===== config.mk =====
export PLATFORM = sky130hd
export DESIGN_NAME = rgb24_to_yuv420_converter
export DESIGN_NICKNAME = d
export VERILOG_FILES = /design/src/hw/rtl/rgb2yuv_pkg.sv /design/src/hw/rtl/rgb2yuv_front.sv /design/src/hw/rtl/rgb2yuv_queue.sv /design/src/hw/rtl/rgb2yuv_back.sv /design/src/hw/rtl/rgb24_to_yuv420_converter.sv
export VERILOG_INCLUDE_DIRS = /design/src /design/src/hw/rtl
export SDC_FILE = /design/constraint.sdc
export NUM_CORES = 1
export LEC_CHECK = 0
export BUFFER_PORTS_ARGS = -buffer_cell sky130_fd_sc_hd__buf_2
export CAP_MARGIN = 10
export CORE_MARGIN = 10
export CORE_UTILIZATION = 30
export DETAILED_ROUTE_END_ITERATION = 12
export PLACE_DENSITY = 0.5
export SLEW_MARGIN = 20
export SYNTH_ARGS = -nofsm -noshare
export SYNTH_HDL_FRONTEND = slang
export SYNTH_HIERARCHICAL = 1
export SYNTH_SLANG_ARGS = --single-unit

===== constraint.sdc =====
create_clock -name clk -period 8.4 [get_ports clk]
set_input_delay 0 -clock clk [delete_from_list [all_inputs] [get_ports clk]]
set_output_delay 0 -clock clk [all_outputs]
set_load 0.005 [all_outputs]

===== src/hw/rtl/rgb24_to_yuv420_converter_macros.svh =====
// Assertion macros shared by the RGB24 to YUV 4:2:0 converter modules.
// Depends on nothing; included by the modules that carry assertions.
`ifndef RGB24_TO_YUV420_CONVERTER_MACROS_SVH
`define RGB24_TO_YUV420_CONVERTER_MACROS_SVH

// Same-cycle implication, checked outside reset.
`define RGB2YUV_ASSERT_NOW(label, clk, rst_n, ante, cons) \
    label: assert property (@(posedge clk) disable iff (!rst_n) (ante) |-> (cons)) \
        else $error("rgb2yuv assertion failed");

// Next-cycle implication, checked outside reset.
`define RGB2YUV_ASSERT_NEXT(label, clk, rst_n, ante, cons) \
    label: assert property (@(posedge clk) disable iff (!rst_n) (ante) |=> (cons)) \
        else $error("rgb2yuv assertion failed");

`endif


===== src/hw/rtl/rgb2yuv_pkg.sv =====
// Types, constants and conversion functions of the RGB24 to YUV 4:2:0 converter.
// Depends on nothing; imported by every module of the block.
package rgb2yuv_pkg;

    localparam int MAX_DIMENSION = 4096;
    localparam int MIN_DIMENSION = 2;
    localparam int DIM_W         = 13;
    localparam int COUNT_W       = 12;
    localparam int CFG_INDEX_W   = 2;
    localparam int FIFO_DEPTH    = 4;
    localparam int FIFO_AW       = 2;
    localparam int FIFO_CW       = 3;

    localparam logic [CFG_INDEX_W-1:0] REG_FRAME_WIDTH  = 2'd0;
    localparam logic [CFG_INDEX_W-1:0] REG_FRAME_HEIGHT = 2'd1;

    typedef enum logic [1:0] {
        PLANE_Y  = 2'd0,
        PLANE_CB = 2'd1,
        PLANE_CR = 2'd2
    } plane_t;

    // One classified pixel as it travels from the front to the back.
    typedef struct packed {
        logic [7:0] red;
        logic [7:0] green;
        logic [7:0] blue;
        logic       has_chroma;
        logic       even_row;
        logic       eof;
    } pixel_item_t;

    function automatic logic [DIM_W-1:0] clamp_dim(input logic [DIM_W-1:0] v);
        logic [DIM_W-1:0] res;
        if (v < DIM_W'(MIN_DIMENSION))
            res = DIM_W'(MIN_DIMENSION);
        else if (v > DIM_W'(MAX_DIMENSION))
            res = DIM_W'(MAX_DIMENSION);
        else
            res = v;
        return res;
    endfunction

    function automatic logic [7:0] calc_luma(input logic [7:0] r, input logic [7:0] g,
                                             input logic [7:0] b);
        logic [16:0] s;
        s = 17'd66 * 17'(r) + 17'd129 * 17'(g) + 17'd25 * 17'(b) + 17'd128;
        return s[15:8] + 8'd16;
    endfunction

    // The offset 32896 is 128 * 256 + 128; it keeps the sum positive so that the
    // upper byte is the floored quotient plus 128.
    function automatic logic [7:0] calc_chroma(input logic [7:0] r, input logic [7:0] g,
                                               input logic [7:0] b, input logic even_row);
        logic [16:0] s;
        if (even_row)
            s = 17'd112 * 17'(b) + 17'd32896 - 17'd38 * 17'(r) - 17'd74 * 17'(g);
        else
            s = 17'd112 * 17'(r) + 17'd32896 - 17'd94 * 17'(g) - 17'd18 * 17'(b);
        return s[15:8];
    endfunction

endpackage


===== src/hw/rtl/rgb2yuv_front.sv =====
// Front end: frame size registers, column and row counters, pixel classification.
// Depends on rgb2yuv_pkg.
module rgb2yuv_front
    import rgb2yuv_pkg::*;
(
    input  logic                   clk,
    input  logic                   rst_n,
    input  logic                   cfg_we,
    input  logic [CFG_INDEX_W-1:0] cfg_index,
    input  logic [DIM_W-1:0]       cfg_data,
    input  logic                   in_valid,
    output logic                   in_ready,
    input  logic [7:0]             red,
    input  logic [7:0]             green,
    input  logic [7:0]             blue,
    input  logic                   queue_full,
    output logic                   push,
    output pixel_item_t            push_item
);

    logic [DIM_W-1:0]   width_reg;
    logic [DIM_W-1:0]   height_reg;
    logic [COUNT_W-1:0] col_reg;
    logic [COUNT_W-1:0] col_next;
    logic [COUNT_W-1:0] row_reg;
    logic [COUNT_W-1:0] row_next;
    logic               row_end;
    logic               last_row;

    assign in_ready = !queue_full;
    assign push     = in_valid && !queue_full;

    // A counter at or past the last index counts as on it, so a mid-frame size
    // change still ends the row or frame cleanly.
    assign row_end  = (DIM_W'(col_reg) + DIM_W'(1)) >= clamp_dim(width_reg);
    assign last_row = (DIM_W'(row_reg) + DIM_W'(1)) >= clamp_dim(height_reg);

    always_comb
    begin
        push_item.red        = red;
        push_item.green      = green;
        push_item.blue       = blue;
        push_item.has_chroma = !col_reg[0];
        push_item.even_row   = !row_reg[0];
        push_item.eof        = row_end && last_row;
    end

    always_comb
    begin
        col_next = col_reg;
        row_next = row_reg;
        if (push)
        begin
            if (row_end)
            begin
                col_next = '0;
                row_next = last_row ? '0 : row_reg + COUNT_W'(1);
            end
            else
            begin
                col_next = col_reg + COUNT_W'(1);
            end
        end
    end

    always_ff @(posedge clk or negedge rst_n)
    begin
        if (!rst_n)
        begin
            width_reg  <= DIM_W'(256);
            height_reg <= DIM_W'(256);
            col_reg    <= '0;
            row_reg    <= '0;
        end
        else
        begin
            col_reg <= col_next;
            row_reg <= row_next;
            if (cfg_we)
            begin
                case (cfg_index)
                    REG_FRAME_WIDTH:  width_reg  <= cfg_data;
                    REG_FRAME_HEIGHT: height_reg <= cfg_data;
                    default:          ;
                endcase
            end
        end
    end

endmodule


===== src/hw/rtl/rgb2yuv_queue.sv =====
// Short queue of classified pixels between the front and back ends.
// Depends on rgb2yuv_pkg and the assertion macro header.
`include "rgb24_to_yuv420_converter_macros.svh"

module rgb2yuv_queue
    import rgb2yuv_pkg::*;
(
    input  logic        clk,
    input  logic        rst_n,
    input  logic        push,
    input  pixel_item_t push_item,
    output logic        full,
    input  logic        pop,
    output logic        head_valid,
    output pixel_item_t head_item
);

    pixel_item_t        entries [FIFO_DEPTH];
    logic [FIFO_AW-1:0] wr_ptr_reg;
    logic [FIFO_AW-1:0] rd_ptr_reg;
    logic [FIFO_CW-1:0] count_reg;
    logic [FIFO_CW-1:0] count_next;

    assign full       = count_reg == FIFO_CW'(FIFO_DEPTH);
    assign head_valid = count_reg != '0;
    assign head_item  = entries[rd_ptr_reg];

    always_comb
    begin
        count_next = count_reg;
        if (push && !pop)
            count_next = count_reg + FIFO_CW'(1);
        else if (pop && !push)
            count_next = count_reg - FIFO_CW'(1);
    end

    always_ff @(posedge clk or negedge rst_n)
    begin
        if (!rst_n)
        begin
            wr_ptr_reg <= '0;
            rd_ptr_reg <= '0;
            count_reg  <= '0;
        end
        else
        begin
            count_reg <= count_next;
            if (push)
                wr_ptr_reg <= wr_ptr_reg + FIFO_AW'(1);
            if (pop)
                rd_ptr_reg <= rd_ptr_reg + FIFO_AW'(1);
        end
    end

    always_ff @(posedge clk)
    begin
        if (push)
            entries[wr_ptr_reg] <= push_item;
    end

    `RGB2YUV_ASSERT_NOW(a_count_bound, clk, rst_n, 1'b1, count_reg <= FIFO_CW'(FIFO_DEPTH))
    `RGB2YUV_ASSERT_NOW(a_no_pop_empty, clk, rst_n, pop, head_valid)
    `RGB2YUV_ASSERT_NEXT(a_push_grows, clk, rst_n, push && !pop, count_reg == $past(count_reg) + FIFO_CW'(1))

endmodule


===== src/hw/rtl/rgb2yuv_back.sv =====
// Back end: color conversion and result sequencing, luma then optional chroma.
// Depends on rgb2yuv_pkg and the assertion macro header.
`include "rgb24_to_yuv420_converter_macros.svh"

module rgb2yuv_back
    import rgb2yuv_pkg::*;
(
    input  logic        clk,
    input  logic        rst_n,
    input  logic        head_valid,
    input  pixel_item_t head_item,
    output logic        pop,
    output logic        out_valid,
    input  logic        out_ready,
    output logic [1:0]  plane,
    output logic [7:0]  sample_value,
    output logic        last_of_pixel,
    output logic        end_of_frame
);

    logic       busy_reg;
    logic       busy_next;
    logic       chroma_phase_reg;
    logic       chroma_phase_next;
    logic [7:0] luma_reg;
    logic [7:0] chroma_reg;
    logic       has_chroma_reg;
    logic       even_row_reg;
    logic       eof_reg;
    logic       last_now;
    logic       out_xfer;
    plane_t     plane_sel;

    assign last_now = chroma_phase_reg || !has_chroma_reg;
    assign out_xfer = busy_reg && out_ready;
    // The next pixel loads as soon as the final result of the current one leaves.
    assign pop      = head_valid && (!busy_reg || (out_ready && last_now));

    always_comb
    begin
        busy_next         = busy_reg;
        chroma_phase_next = chroma_phase_reg;
        if (pop)
        begin
            busy_next         = 1'b1;
            chroma_phase_next = 1'b0;
        end
        else if (out_xfer)
        begin
            if (last_now)
                busy_next = 1'b0;
            else
                chroma_phase_next = 1'b1;
        end
    end

    always_ff @(posedge clk or negedge rst_n)
    begin
        if (!rst_n)
        begin
            busy_reg         <= 1'b0;
            chroma_phase_reg <= 1'b0;
        end
        else
        begin
            busy_reg         <= busy_next;
            chroma_phase_reg <= chroma_phase_next;
        end
    end

    always_ff @(posedge clk)
    begin
        if (pop)
        begin
            luma_reg       <= calc_luma(head_item.red, head_item.green, head_item.blue);
            chroma_reg     <= calc_chroma(head_item.red, head_item.green, head_item.blue,
                                          head_item.even_row);
            has_chroma_reg <= head_item.has_chroma;
            even_row_reg   <= head_item.even_row;
            eof_reg        <= head_item.eof;
        end
    end

    always_comb
    begin
        if (!chroma_phase_reg)
            plane_sel = PLANE_Y;
        else if (even_row_reg)
            plane_sel = PLANE_CB;
        else
            plane_sel = PLANE_CR;
    end

    assign out_valid     = busy_reg;
    assign plane         = plane_sel;
    assign sample_value  = chroma_phase_reg ? chroma_reg : luma_reg;
    assign last_of_pixel = last_now;
    assign end_of_frame  = eof_reg;

    `RGB2YUV_ASSERT_NOW(a_chroma_needs_flag, clk, rst_n, busy_reg && chroma_phase_reg, has_chroma_reg)
    `RGB2YUV_ASSERT_NEXT(a_luma_then_chroma, clk, rst_n, out_xfer && !last_now, busy_reg && chroma_phase_reg)
    `RGB2YUV_ASSERT_NOW(a_load_when_free, clk, rst_n, pop, !busy_reg || (out_xfer && last_now))

endmodule


===== src/hw/rtl/rgb24_to_yuv420_converter.sv =====
// Top level of the RGB24 to YUV 4:2:0 converter.
// Depends on rgb2yuv_pkg, rgb2yuv_front, rgb2yuv_queue and rgb2yuv_back.

// Converts RGB24 pixels in raster order to BT.601 studio-range samples tagged with
// their plane. Every pixel gives a luma result; a pixel in an even column then gives
// a Cb result on even rows or a Cr result on odd rows, taken from that pixel alone.
// The frame size registers are clamped to 2..4096 and should be written only while
// the block is idle. A four-entry queue sits between the input counters and the
// result stage, so input transfers continue while results wait. The single result
// register sets the rate: it holds one result at a time, a pixel in an odd column
// gives one result and a pixel in an even column two, and results wait while
// out_ready is low. Each pixel is written into a queue entry and then loaded into
// the result register before its first result is offered.
module rgb24_to_yuv420_converter
    import rgb2yuv_pkg::*;
(
    input  logic                   clk,
    input  logic                   rst_n,
    input  logic                   cfg_we,
    input  logic [CFG_INDEX_W-1:0] cfg_index,
    input  logic [DIM_W-1:0]       cfg_data,
    input  logic                   in_valid,
    output logic                   in_ready,
    input  logic [7:0]             red,
    input  logic [7:0]             green,
    input  logic [7:0]             blue,
    output logic                   out_valid,
    input  logic                   out_ready,
    output logic [1:0]             plane,
    output logic [7:0]             sample_value,
    output logic                   last_of_pixel,
    output logic                   end_of_frame
);

    logic        push;
    pixel_item_t push_item;
    logic        queue_full;
    logic        pop;
    logic        head_valid;
    pixel_item_t head_item;

    rgb2yuv_front u_front (
        .clk        (clk),
        .rst_n      (rst_n),
        .cfg_we     (cfg_we),
        .cfg_index  (cfg_index),
        .cfg_data   (cfg_data),
        .in_valid   (in_valid),
        .in_ready   (in_ready),
        .red        (red),
        .green      (green),
        .blue       (blue),
        .queue_full (queue_full),
        .push       (push),
        .push_item  (push_item)
    );

    rgb2yuv_queue u_queue (
        .clk        (clk),
        .rst_n      (rst_n),
        .push       (push),
        .push_item  (push_item),
        .full       (queue_full),
        .pop        (pop),
        .head_valid (head_valid),
        .head_item  (head_item)
    );

    rgb2yuv_back u_back (
        .clk           (clk),
        .rst_n         (rst_n),
        .head_valid    (head_valid),
        .head_item     (head_item),
        .pop           (pop),
        .out_valid     (out_valid),
        .out_ready     (out_ready),
        .plane         (plane),
        .sample_value  (sample_value),
        .last_of_pixel (last_of_pixel),
        .end_of_frame  (end_of_frame)
    );

endmodule


==> results <==
- TritonCTS built the clock tree.
- The worst max-slew margin expressed relative to the limit is between 30% and 40%.
- The initial cell density of the core is slightly above 30%.
- The detail-routed net length per standard cell is about 16 um.
- The area of the core region is between 50,000 and 60,000 um2.
- For the pin with the worst max-slew slack, the measured transition is roughly 1.0 ns.
- The all-layer global routing usage is a little under an eighth.
- During placement, the flow inserted port buffers numbering 57.
- The kind of end point of the critical path is a flop.
- The synthesis warning total is 6.
- For met3 alone, demand over resource in global routing was under 10%.
- In the final timing run, aggregate negative setup slack is 0 ns.
- Along the worst path, the maximum fanout reaches 16.
- In the global route stage, met2 resource usage came out at 19.9%.
- The mean instance size in the synthesized netlist is 11.4 um2.
- From left edge to right edge, the die measures about 250 um.
- Dividing the detail-routed via count by the number of cells gives 4.57.
- Setup violations remaining at the end of the flow were counted as 0.
- The congestion estimate from routability-driven global placement came to about 0.81.
- The number of antenna violations at the first check in global routing came to 0.
- The worst stage delay on the critical path is around 0.69 ns.
- Setup repair after global routing left no endpoint under its margin.
- The half-perimeter wire length after detailed placement is 27,400 um.
- The buffer and inverter count on the worst path is 3.
- The synthesized instance count is approximately 1.4k.
- The maximum number of pins on one net before global-route repair is 60.
- STA puts the critical path data required time at between 8 and 9 ns.
- The max capacitance violation total is 0.
- The startpoint class of the critical path is a flop.
- The kind of cell with the highest combined delay along the critical path is adder cells.
- The final worst-path cycle share is between 80% and 90%.
- The post-synthesis register bit count is approximately 190.
- The most critical setup path has its startpoint at u_queue/rd_ptr_reg[0].
- The most used routing layer in global routing is met2.
- The post-synthesis async set-or-reset flop share is between 30% and 40%.
- Data on the critical path arrives at its endpoint at between 7 and 8 ns.
- Clock tree synthesis selected as its root buffer the cell sky130_fd_sc_hd__clkbuf_16.
- The total of fill cells in the finished design is approximately 5.2k.
- The first global-routing pass estimated approximately 57,000 um of wire.
- The clock net in this run drives a total of 186 sinks.
- Relative to the synthesized area, the layout overhead comes to 12.4%.
- The share of synthesized area occupied by flip-flops and latches is 33.8%.
- Setup slack closes at roughly 1.3 ns.
- Summed over all layers, the routed wires come to 34,700 um.
- By startpoint and endpoint, the worst setup path is classified as reg -> reg.
- In the routed design, unresolved DRC markers number 0.
- The maximum operating frequency is roughly 140 MHz.
- After synthesis, the cell types taking the most area are sky130_fd_sc_hd__edfxtp_1 24%, sky130_fd_sc_hd__ha_1 21%, sky130_fd_sc_hd__fa_1 11%, sky130_fd_sc_hd__dfrtp_1 9.1%, sky130_fd_sc_hd__inv_1 5.4%.
- The via count of the first global-routing pass is 10.5k.
- The share of the synthesized area in the top cell type is about 24%.
- The worst hold path class is in -> reg.
- In this run the vertical extent of the chip is 249 um.
- The number of post-CTS setup repair buffers is 0.
- The total global routing overflow is 0.
- The final max-slew violation count is 0.
- The synthesized cell area is between 15,000 and 20,000 um2.
- The cell count of the worst reg-to-reg path is 22.
- The clock-pin transition on the worst setup and hold timing paths is around 0.080 ns.
- At the later pin of the worst-skew pair, clock insertion delay measures between 0.4 and 0.5 ns.
- Counting flops with a built-in enable in the synthesized netlist gives approximately 130.
- Traced cell by cell, the critical path runs through buf_12 > mux4_2 > ha_1 > ha_1 > ha_1 > fa_1 > xor2_1 > ha_1 > inv_1 > fa_1 > inv_1 > fa_1 > fa_1 > ha_1 > ha_1 > and3_1 > a221o_1 > a21oi_1 > xnor2_1 > ha_1 > xnor2_1 > xnor2_1.
- Counting every net in the synthesized netlist gives about 1.8k.
- The launch instance of the worst register-to-register path is u_queue/rd_ptr_reg[0].
- In this run the deepest clock path goes through 2 buffers.
- Among the stages of the critical path, the cell type that occurs most often is sky130_fd_sc_hd__ha_1.
- The area of the die is between 60,000 and 70,000 um2.
- Of the cells placed in the final design, the portion with a size suffix greater than 1 is approximately 13%.
- Among all flip-flop cells after synthesis, the most frequent one is sky130_fd_sc_hd__edfxtp_1.
- The count of distinct cell types in the synthesized netlist is 70.
- The initialized floorplan defines between 80 and 90 standard-cell rows.
- The routed layout has 9,821 vias.
- The global routing met1 resource utilization is 14.6%.
- Counting the buffers created by CTS gives 17.
- The hold violation count in the final report was 0.
- The number of top-level pins is 58.
- The run finished with clean final reports.
- CTS built an H-tree with a depth of 4.
- The cell with the largest stage delay on the worst path is sky130_fd_sc_hd__dfrtp_2.
- The violation count after the first detailed-routing iteration is between 300 and 400.
- Following the worst setup path forward leads to its endpoint at u_back/luma_reg[6].
- The register-to-register path setup slack is between 1 and 1.5 ns.
- The pre-CTS setup slack is 1.20 ns.
- The number of antenna diodes in the final layout is 0.
- The number of nets with antenna violations after detailed routing is 0.
- The minimum clock period after layout is between 7 and 8 ns.
- The register with the most flip-flops in the layout has between 100 and 150 of them.
- The final layout net count is ~1.9k.
- Of all cell types, the one taking the most synthesized area is sky130_fd_sc_hd__edfxtp_1.
- The endpoint identified for the worst register-to-register timing path is u_back/luma_reg[6].
- The critical path depth is 22.
- For the final database, setup skew stands at ~0.0096 ns.
- Before antenna repair, the detailed router went through 4 iterations.
per-layer routing:
layer | share of wire, % | wire [um]
met1 | 47 | 16200
met5 | 0 | 0
met2 | 50 | 17400
met3 | 1.9 | 648
met4 | 1.5 | 508
logic make-up (layout without fill, tap and decap cells):
kind of cell,after synthesis,count (layout),share of synthesized area (%)
DFF,186,186,33.8
muxes,64,64,6.55
AOI/OAI and AO/OA,198,198,8.08
adders and majority gates,348,348,32.0
and+or+nand+nor,214,214,7.07
buffers and inverters,270,370,7.37
xor gates and xnor gates,91,91,5.14
worst reg2reg max path, stage by stage, from the launching register on:
cell and delay, ns:
sky130_fd_sc_hd__dfrtp_2 0.69, sky130_fd_sc_hd__buf_12 0.26, sky130_fd_sc_hd__mux4_2 0.68, sky130_fd_sc_hd__ha_1 0.26, sky130_fd_sc_hd__ha_1 0.29, sky130_fd_sc_hd__ha_1 0.24
sky130_fd_sc_hd__fa_1 0.41, sky130_fd_sc_hd__xor2_1 0.16, sky130_fd_sc_hd__ha_1 0.27, sky130_fd_sc_hd__inv_1 0.05, sky130_fd_sc_hd__fa_1 0.49, sky130_fd_sc_hd__inv_1 0.05
sky130_fd_sc_hd__fa_1 0.47, sky130_fd_sc_hd__fa_1 0.49, sky130_fd_sc_hd__ha_1 0.31, sky130_fd_sc_hd__ha_1 0.35, sky130_fd_sc_hd__and3_1 0.20, sky130_fd_sc_hd__a221o_1 0.39
sky130_fd_sc_hd__a21oi_1 0.27, sky130_fd_sc_hd__xnor2_1 0.10, sky130_fd_sc_hd__ha_1 0.19, sky130_fd_sc_hd__xnor2_1 0.13, sky130_fd_sc_hd__xnor2_1 0.12
synth_stat cells (30+ instances only):
cell type	count
sky130_fd_sc_hd__dfrtp_1	57
sky130_fd_sc_hd__mux2_2	35
sky130_fd_sc_hd__fa_1	88
sky130_fd_sc_hd__ha_1	260
sky130_fd_sc_hd__a21oi_1	67
sky130_fd_sc_hd__nor2_1	32
sky130_fd_sc_hd__edfxtp_1	127
sky130_fd_sc_hd__inv_1	226
sky130_fd_sc_hd__xnor2_1	58
sky130_fd_sc_hd__nand2_1	81
sky130_fd_sc_hd__o21ai_1	30
sky130_fd_sc_hd__xor2_1	32
worst min path at each step:
| stage | to | start | cells after the start |
|---|---|---|---|
| after floorplan | u_back/chroma_phase_reg | rst_n | 0 |
| after global placement | u_queue/entries[3][3] | blue[0] | 1 |
| after detailed placement | u_front/height_reg[10] | rst_n | 2 |
| final | u_front/width_reg[10] | cfg_index[0] | 3 |
| after global routing | u_front/width_reg[7] | cfg_index[0] | 3 |
| after CTS | u_front/width_reg[7] | cfg_index[0] | 3 |
cell type report:
type / count / area [um2] / share of cell area (%)
timing repair buffer: 109 / 796 / 4.52
inverter: 229 / 862 / 4.89
sequential: 186 / 5290 / 30.1
multi-input combinational: 915 / 9220 / 52.3
clock inverter: 14 / 161 / 0.916
clock buffer: 18 / 429 / 2.44
tap: 680 / 851 / 4.83
cells in the final DEF, fill, tap and decap left out, drive strengths merged, types with 6 or more instances in the layout:
cell type	synthesis	final
a21o	20	20
a21oi	67	67
a221o	6	6
a22o	11	11
and2	8	8
and3	14	14
buf	35	66
clkbuf	6	18
clkinv	1	7
dfrtp	57	57
dlygate4sd3	0	43
edfxtp	127	127
fa	88	88
ha	260	260
inv	228	233
mux2	35	35
mux4	27	27
nand2	82	82
nand2b	12	12
nand3	15	15
nor2	35	35
nor2b	14	14
nor3	8	8
o21ai	51	51
o21bai	15	15
or3	6	6
xnor2	58	58
xor2	33	33
timing repair:
item	in CTS	in global routing
endpoints found under the hold margin	181	0
hold buffers	43	0
gates resized for setup	0	0
stage by stage:
stage               utilization (%)  cell area, um2  cells  hold WS, ns
detailed placement             32.2           16600   2076        0.220
floorplan                         -           15700   1371       -0.296
global placement               32.2           16600   2076        0.215
CTS                            34.2           17600   2151       0.0439
finish                         34.2           17600   2151       0.0666
global route                   34.2           17600   2151       0.0744
Power is not shown: default switching activity piles up to over one toggle a cycle in this logic, so the estimate is an artifact.
